===== src/rtl/vlnts_pkg.sv =====
// Package for the volume-locked noise template subtraction block.
// Holds sizes, register indexes and the structs shared by the modules.
// No dependencies.
`default_nettype none

package vlnts_pkg;

  localparam int unsigned MaxTemplate = 65536;
  localparam int unsigned AddrW       = $clog2(MaxTemplate);
  localparam int unsigned IdxW        = AddrW + 1;
  localparam int unsigned SampleW     = 16;
  localparam int unsigned SliceW      = 8;
  localparam int unsigned CfgDataW    = 17;
  localparam int unsigned CfgIdxW     = 1;

  localparam logic [CfgIdxW-1:0] CfgSlicesPerVolume = 1'b0;
  localparam logic [CfgIdxW-1:0] CfgBlockLength     = 1'b1;

  localparam logic [SampleW-1:0] MidScale = 16'h8000;

  typedef struct packed {
    logic               we;
    logic [AddrW-1:0]   waddr;
    logic [SampleW-1:0] wdata;
    logic               re;
    logic [AddrW-1:0]   raddr;
  } tmem_req_t;

  typedef struct packed {
    logic produce;
    logic beyond;
    logic bypass;
  } item_info_t;

endpackage

`default_nettype wire


===== src/rtl/vlnts_ctrl.sv =====
// Slice and volume counting plus template write and read pointers.
// Issues template write and read requests only for accepted samples while capturing. Depends on vlnts_pkg.
`default_nettype none

module vlnts_ctrl import vlnts_pkg::*; (
  input  wire logic               clk_i,
  input  wire logic               rst_ni,
  input  wire logic               accept_i,
  input  wire logic               mode_i,
  input  wire logic [SampleW-1:0] sample_i,
  input  wire logic [SliceW-1:0]  slices_per_volume_i,
  input  wire logic [IdxW-1:0]    block_length_i,
  output tmem_req_t               req_o,
  output item_info_t              info_o
);

  logic [SliceW-1:0] slice_q, slice_d;
  logic [1:0]        vol_q, vol_d;
  logic [IdxW-1:0]   cap_q, cap_d;
  logic [IdxW-1:0]   rd_q, rd_d;
  logic [IdxW-1:0]   eff_len;
  logic [SliceW-1:0] slice_inc;
  logic              capturing;
  logic              can_write;
  logic              can_read;

  assign eff_len = (block_length_i > IdxW'(MaxTemplate)) ? IdxW'(MaxTemplate)
                                                         : block_length_i;
  assign capturing = (vol_q == 2'd2);
  assign can_write = capturing && (cap_q < eff_len);
  assign can_read  = rd_q < eff_len;
  assign slice_inc = slice_q + SliceW'(1);

  always_comb begin
    slice_d = slice_q;
    vol_d   = vol_q;
    cap_d   = cap_q;
    rd_d    = rd_q;
    if (accept_i && mode_i) begin
      if (slice_q == '0) begin
        rd_d = '0;
        if (vol_q < 2'd2) begin
          vol_d = vol_q + 2'd1;
          if (vol_q == 2'd1) begin
            cap_d = '0;
          end
        end
      end
      slice_d = (slice_inc >= slices_per_volume_i) ? '0 : slice_inc;
    end else if (accept_i && capturing) begin
      if (can_write) begin
        cap_d = cap_q + IdxW'(1);
      end
      if (can_read) begin
        rd_d = rd_q + IdxW'(1);
      end
    end
  end

  always_comb begin
    req_o.we     = accept_i && !mode_i && can_write;
    req_o.waddr  = cap_q[AddrW-1:0];
    req_o.wdata  = sample_i;
    req_o.re     = accept_i && !mode_i && capturing && can_read;
    req_o.raddr  = rd_q[AddrW-1:0];
    info_o.produce = !mode_i && capturing;
    info_o.beyond  = !can_read;
    info_o.bypass  = can_write && (cap_q == rd_q);
  end

  always_ff @(posedge clk_i or negedge rst_ni) begin
    if (!rst_ni) begin
      slice_q <= '0;
      vol_q   <= '0;
      cap_q   <= '0;
      rd_q    <= '0;
    end else begin
      slice_q <= slice_d;
      vol_q   <= vol_d;
      cap_q   <= cap_d;
      rd_q    <= rd_d;
    end
  end

endmodule

`default_nettype wire


===== config.mk =====
export PLATFORM = sky130hd
export DESIGN_NAME = vlnts_ctrl
export DESIGN_NICKNAME = d
export VERILOG_FILES = /design/src/rtl/vlnts_pkg.sv /design/src/rtl/vlnts_ctrl.sv
export SDC_FILE = /design/constraint.sdc
export NUM_CORES = 1
export LEC_CHECK = 0
export CAP_MARGIN = 20
export CORE_UTILIZATION = 59
export CTS_CLUSTER_DIAMETER = 200
export DETAILED_ROUTE_END_ITERATION = 7
export DONT_BUFFER_PORTS = 1
export PLACE_DENSITY = 0.79
export REMOVE_ABC_BUFFERS = 1
export SLEW_MARGIN = 10
export SYNTH_ARGS = -nofsm -noshare
export SYNTH_HDL_FRONTEND = slang
export SYNTH_SLANG_ARGS = --single-unit

===== constraint.sdc =====
create_clock -name clk_i -period 2.4 [get_ports clk_i]
set_input_delay 0.12 -clock clk_i [delete_from_list [all_inputs] [get_ports clk_i]]
set_output_delay 0.12 -clock clk_i [all_outputs]
set_load 0.05 [all_outputs]

==> results of run 1 <==
[final cells by class]
type,count,area share (%)
Clock buffer,8,1.725
Tap cell,77,1.844
Multi-Input combinational cell,338,58.75
Inverter,26,1.868
Sequential cell,44,21.17
Timing Repair Buffer,80,14.63
[stage by stage]
step / utilization (%) / std cells / hold slack [ps] / TNS (ps) / setup WS [ps]
after detailed placement: 64.44 / 541 / -174.7 / -19270 / -579.3
after global routing: 80.43 / 573 / 240.3 / -9415 / -389.7
final: 80.43 / 573 / 240.3 / -5232 / -289.4
after CTS: 71.68 / 556 / 187.3 / -113.4 / -49.18
after floorplan: - / 408 / -175.6 / -13780 / -1190
after global placement: 64.44 / 541 / -174.6 / -16430 / -546.7
[cells by family after synthesis]
group	count (synthesis)	share of synthesized area, %
and+or+nand+nor	177	23.48
AOI/OAI and AO/OA	83	15.24
buffers and inverters	83	12.71
adders and majority gates	46	14.19
DFF	44	27.15
xor gates and xnor gates	24	5.184
muxes	8	2.036
[power by group through the flow]
stage	sequential, W	combinational (W)	clock, W
6_report	0.000897	0.000769	0.000508
5_1_grt	0.000903	0.000821	0.000531
4_1_cts	0.000854	0.000532	0.000490
3_5_place_dp	0.000864	0.000436	0
3_3_place_gp	0.000862	0.000402	0
2_1_floorplan	0.000857	0.000311	0
[cells in the final DEF (no fill, tap or decap), types with 8 or more instances in the layout]
cell type,n
and3_1,15
ha_4,13
a21oi_1,8
nand2_1,46
a221o_1,10
dfrtp_1,40
inv_1,23
ha_1,33
nor2_1,17
buf_4,61
xnor2_1,10
xor2_1,10
nand4_1,10
nand3_1,20
[what timing repair did]
action	CTS	global route
hold buffers	2	0
pin swaps	24	52
endpoints found under the hold margin	44	0
setup buffers	6	14
setup endpoints to repair	44	44
cloned	0	3
resized for setup	53	83
[per-layer routing]
metal	GRT usage (%)	wire length (microns)	share of wire, %	up-vias
met5	2.797	0	0	-
met4	12.63	777	5.3	0
met3	10.51	1669	11	94
met2	56.25	6714	46	355
met1	46.19	5592	38	2025
li1	-	-	-	1704
[worst min path at each step]
stage	from	endpoint	slack [ps]
detailed placement	rst_ni	cap_q[5]	-170
global route	sample_i[6]	req_o[23]	240
CTS	mode_i	rd_q[16]	190
floorplan	rst_ni	cap_q[0]	-180
global placement	rst_ni	cap_q[5]	-170
finish	sample_i[5]	req_o[22]	240
[state kept, by name, summed over array words and instances, names as in the netlist]
signal,cells
cap_q,17
rd_q,17
slice_q,8
vol_q,2
==> run summary, run 1 <==
post-synth top area share: 27.15%
CTS tree: yes
EDFF count, synth: 0
first-pass GRT wire length: 19.81 mm
# DRC: 3
CP most frequent cell: buf_6
vias in the first global route: 3821
crit path cell chain: nor4_4 > a41o_4 > buf_12 > nand2_8 > ha_4 > buf_6 > a21oi_2 > a21boi_2 > or3b_4 > nor4b_4 > buf_6
final-layout fill cell count: 334
post-synthesis register bit count: 44
H-tree levels: 2
Max Clock Freq: 371.8 MHz
top-count cell post-synth: nand2_1
cell-internal power: 0.001378 W
violated checks: design-rule violations, negative setup slack
later-pin clock latency in the skew report: 300 ps
die height: 84.91 microns
total chip power: 0.002174 W
Worst VDD drop: 0.3959 mV
RSZ-0062 raised after global routing: true
critical path fanouts, max: 5
worst setup path endpoint: info_o[0]
worst reg2reg setup slack: -30 ps
Req. time, crit path: 2280 ps
area taken by multi-input logic gates: 0.003069 sq mm
sequential area share after synthesis: 27.15%
area post-placement: 0.004185 sq mm
reg2reg end: cap_q[9]
setup ws final: -289.4 ps
Core Area: 0.006495 sq mm
largest net degree at the start of global routing: 45
Clock Tree Buf Depth: 2
Routed Antenna Nets: 0
Yosys cell types: 62
Setup crit start kind: input port
P_leak: 2.433 nW
Comb power frac: 35.4%
Register Area: 0.001106 sq mm
crit path DAT: 2570 ps
Sw Share: 36.59%
Cell Pwr Density: 416.1 mW/mm^2
Syn. warnings: 0
slowest CP cell: or3b_4
CP startpoint: block_length_i[11]
Hold Path Class: in -> out
Die X: 84.91 microns
hpwl dp: 8.498 mm
fraction of layout cells with a size suffix above 1: 36.69%
final wirelength: 14.75 mm
Die ar.: 0.007209 sq mm
Final Hold Fails: 0
design area: 0.005224 sq mm
Tcrit/Tclk final: 112.1%
Ports: 98
DRT Pass-1 Iters: 8
Buf/Inv on CP: 3
slew margin rel.: 69.20%
NetSw: 0.0007955 W
Final setup viols: 41
worst r2r path cells: 8
Inserted Diodes: 0
Crit path max-delay family: simple AND/OR/NAND/NOR gates
Crit Path Class: in -> out
synthesized area: 0.004055 sq mm
CTS root buf: clkbuf_8
status: finished, violations left
actual slew at the worst max-slew pin: 460.3 ps
CTS Sinks: 44
Post-synth top cells: nand2_1, buf_4, ha_1
Setup Skew: 5.857 ps
Final #Nets: 586
Hold Path Depth: 0
CP Depth: 11
GPL Wtd Cong: 0.9357
Synth Flop Type: dfrtp_1
synthesized area per cell: 8.721 sq um
cell taking the most area after synthesis: dfrtp_1
detailed-route via count: 4178
initial antenna violation count: 0
synth-to-layout area growth: 28.82%
Async SR Flop Fraction: 100.0%
gr usage total: 35.55%
TritonCTS Buffers: 5
Detailed Route Iter0 Violations: 532
grt total ovfl: 0
Reg2Reg Launch Point: cap_q[8]
drt wl/cell: 25.75 microns
max cap viols: 0
Cell Rows: 29
Starting Density: 62.43%
Clk pwr share: 23.4%
Mapped Cells: 465
CP Capture Type: output port
Vias/cell: 7.291
Crit path largest cell delay: 420 ps
port bufs: 0
Slew Limit Fails: 0
Tmin final: 2689 ps
Flop pwr share: 41.2%
top cells by area, synth: dfrtp_1, ha_1, buf_4, nand2_1, nand3_1
No activity file was read; power rests on OpenSTA's default activity.
==> inputs of run 2 (changes only) <==
--- a/config.mk
+++ b/config.mk
@@ -5,12 +5,14 @@
 export SDC_FILE = /design/constraint.sdc
 export NUM_CORES = 1
 export LEC_CHECK = 0
+export ABC_AREA = 1
 export CAP_MARGIN = 20
 export CORE_UTILIZATION = 59
 export CTS_CLUSTER_DIAMETER = 200
 export DETAILED_ROUTE_END_ITERATION = 7
 export DONT_BUFFER_PORTS = 1
 export PLACE_DENSITY = 0.79
+export RECOVER_POWER = 25
 export REMOVE_ABC_BUFFERS = 1
 export SLEW_MARGIN = 10
 export SYNTH_ARGS = -nofsm -noshare
==> run 2 against run 1 <==
Against the previous run: the run now ends clean; highest routed layer unchanged; critical endpoint is now info_o[1]; area after synthesis up 15%; critical path type unchanged; register-to-register slack better by 230 ps; final cell count up 35%.
==> run summary, run 2 <==
Clock Tree Buf Depth: 2 (unchanged)
Hold Path Class: in -> reg
DRT Pass-1 Iters: 5 (-3)
Final Hold Fails: 0 (unchanged)
Setup crit start kind: input port
Post-synth top cells: nand2_1, nor2_1, inv_1
HP Start: mode_i
Worst VDD drop: 0.4219 mV (+6.6%)
gr usage total: 32.02% (-3.5 points)
Reg2Reg Launch Point: slice_q[0]
Crit path largest cell delay: 320 ps (-100 ps)
most frequent cells in the layout: nand2_1, nor2_1, inv_1
cell taking the most area after synthesis: dfrtp_1
CTS tree: yes
sequential area share after synthesis: 23.61% (-3.5 points)
RSZ-0062 raised after global routing: true
critical path fanouts, max: 6 (+1)
Tcrit/Tclk final: 96.21% (-16 points)
synthesized area: 0.004664 sq mm (+15%)
fraction of layout cells with a size suffix above 1: 21.07% (-16 points)
status: finished, final reports clean
Inserted Diodes: 0 (unchanged)
Slew Limit Fails: 0 (unchanged)
drt wl/cell: 16.63 microns (-35%)
P_leak: 2.595 nW (+6.7%)
hpwl dp: 9.742 mm (+15%)
Core Area: 0.007687 sq mm (+18%)
worst reg2reg setup slack: 200 ps (+230 ps)
reg2reg end: slice_q[2]
post-synthesis register bit count: 44 (unchanged)
initial antenna violation count: 0 (unchanged)
top cells by area, synth: dfrtp_1, nand2_1, ha_1, buf_4, nor2_1
crit path cell chain: nor2_1 > nand2_1 > nor2_4 > nand2_2 > nand2_4 > buf_12 > nand2_1 > ha_1 > nand2_1 > nor2_2 > nand4_1 > and2b_1 > nand2_2 > nand2_4 > buf_4
M2 GR Usage: 51.26% (-5.0 points)
Yosys cell types: 37 (-40%)
met1 Resource Use GR: 40.12% (-6.1 points)
vias in the first global route: 4254 (+11%)
Starting Density: 60.68% (-1.8 points)
worst r2r path cells: 10 (+2)
EDFF count, synth: 0 (unchanged)
Req. time, crit path: 2280 ps (about the same)
total chip power: 0.002869 W (+32%)
Hold Path Depth: 3 (+3)
die height: 90.92 microns (+7.1%)
Cell Pwr Density: 568.8 mW/mm^2 (+37%)
post-synth top area share: 23.61% (-3.5 points)
CP Capture Type: output port
CTS Sinks: 44 (unchanged)
most common cell after layout, fill and taps aside: nand2_1
TritonCTS Buffers: 5 (unchanged)
Finished Layout Cells: 776 (+35%)
Detailed Route Iter0 Violations: 410 (-23%)
slowest CP cell: ha_1
Syn. warnings: 0 (unchanged)
CP most frequent cell: nand2_1
Die ar.: 0.008266 sq mm (+15%)
synth-to-layout area growth: 8.128%
Setup Skew: 5.267 ps (-0.5897 ps)
dpl ws: -182.1 ps (+397.2 ps)
first-pass GRT wire length: 20.95 mm (+5.7%)
Vias/cell: 5.673 (-22%)
Die X: 90.92 microns (+7.1%)
Placed Cells: 761 (+41%)
Tmin final: 2309 ps (-380.4 ps)
Cell Rows: 32 (+10%)
Synth Flop Type: dfrtp_1
actual slew at the worst max-slew pin: 1131 ps (+670.7 ps)
Largest regs: cap_q: 17 flops, rd_q: 17 flops, slice_q: 8 flops
GPL Wtd Cong: 0.9219 (-1.5%)
max cap viols: 0 (unchanged)
CTS root buf: clkbuf_8
Mapped Cells: 670 (+44%)
# DRC: 0 (-3)
GRT met3 Usage: 10.19% (-0.32 points)
H-tree levels: 2 (unchanged)
Clk pin slew, worst setup/hold paths: 90 ps
final wirelength: 12.90 mm (-13%)
top-count cell post-synth: nand2_1
Buf/Inv on CP: 2 (-1)
Max Clock Freq: 433.1 MHz (+16%)
later-pin clock latency in the skew report: 310 ps (about the same)
port bufs: 0 (unchanged)
crit path DAT: 2190 ps (-380 ps)
hold worst-path end: slice_q[6]
Async SR Flop Fraction: 100.0% (unchanged)
detailed-route via count: 4402 (+5.4%)
Crit Path Class: in -> out
largest net degree at the start of global routing: 47 (+4.4%)
slew margin rel.: 24.60% (-45 points)
Final #Nets: 765 (+31%)
GRT busiest layer: met2
Final setup viols: 0 (-100%)
Crit path max-delay family: simple AND/OR/NAND/NOR gates
grt total ovfl: 0 (unchanged)
synthesized area per cell: 6.962 sq um (-20%)
Routed Antenna Nets: 0 (unchanged)
Ports: 98 (unchanged)
final-layout fill cell count: 658 (+97%)
setup ws final: 91.07 ps (+380.4 ps)
run 2: cell types whose count changed in the layout (fill, tap and decap cells not counted), moves of 11 or more:
cell	delta
nand2_1	+129
nor2_1	+52
inv_1	+30
nand3_1	+29
nand2_2	+25
and3_1	-15
buf_4	-13
ha_1	+11
ha_4	-11
run 2: cell type report:
cell class | instances | area, sq um | share of cell area (%)
clock buffer | 6 | 72.57 | 1.439
multi-input combinational | 503 | 3005 | 59.59
tap | 102 | 127.6 | 2.530
timing repair buffer | 58 | 499.2 | 9.898
inverter | 62 | 232.7 | 4.614
sequential | 44 | 1101 | 21.83
clock inverter | 1 | 5.005 | 0.09923
run 2: per-stage QoR:
stage               utilization, %  setup TNS, ps  area [sq um]  hold slack (ps)
CTS                          64.27        -0.7201          4941            106.0
detailed placement           61.56          -3801          4732           -173.6
global route                 65.61         -154.8          5044            115.0
finish                       65.61              0          5044            96.99
floorplan                        -         -107.0          4217           -175.6
global placement             61.56          -1143          4732           -173.5
run 2: how the worst max path moves through the flow:
stage | startpoint | to | slack (ps) | depth (start not counted)
after floorplan | rd_q[8] | req_o[16] | -110 | 7
after global placement | block_length_i[2] | cap_q[9] | -70 | 19
after CTS | block_length_i[2] | info_o[0] | -0.7 | 18
final | block_length_i[4] | info_o[1] | 90 | 15
after global routing | block_length_i[4] | cap_q[10] | -30 | 21
after detailed placement | block_length_i[2] | cap_q[4] | -180 | 19
run 2: worst reg2reg max path, delay by kind of cell (launching register included):
family | cells | cell delay (ps)
AOI/OAI and AO/OA | 2 | 380
and+or+nand+nor | 5 | 610
adders and majority gates | 2 | 490
xor gates and xnor gates | 1 | 220
DFF | 1 | 430
run 2: cells by family (layout without fill, tap and decap cells):
logic type	after synthesis	in the layout	synth area share (%)
AO/OA/AOI/OAI	42	42	5.392
XOR/XNOR	29	29	5.445
flip-flops	44	44	23.61
AND/OR/NAND/NOR	386	386	38.63
adder cells (fa/ha/maj)	46	46	12.34
buffers and inverters	123	127	14.59
run 2: power breakdown:
group / leakage [nW] / total [W] / internal (W) / switching (W)
clock network: 0.0410 / 0.000474 / 0.000199 / 0.000275
registers: 0.597 / 0.000941 / 0.000833 / 0.000108
logic: 1.96 / 0.00145 / 0.000517 / 0.000937
run 2: metal layers:
metal | wire length (microns) | part of all wire (%) | vias up
li1 | - | - | 2110
met1 | 5114 | 40 | 2020
met2 | 6090 | 47 | 226
met3 | 1302 | 10 | 46
met4 | 395 | 3.1 | 0
met5 | 0 | 0 | -
run 2: what timing repair did:
action / CTS / global route
hold buffers: 2 / 0
endpoints found under the setup margin: 5 / 29
gates resized for setup: 13 / 25
pin swaps: 5 / 14
buffers inserted: 4 / 3
endpoints found under the hold margin: 44 / 0
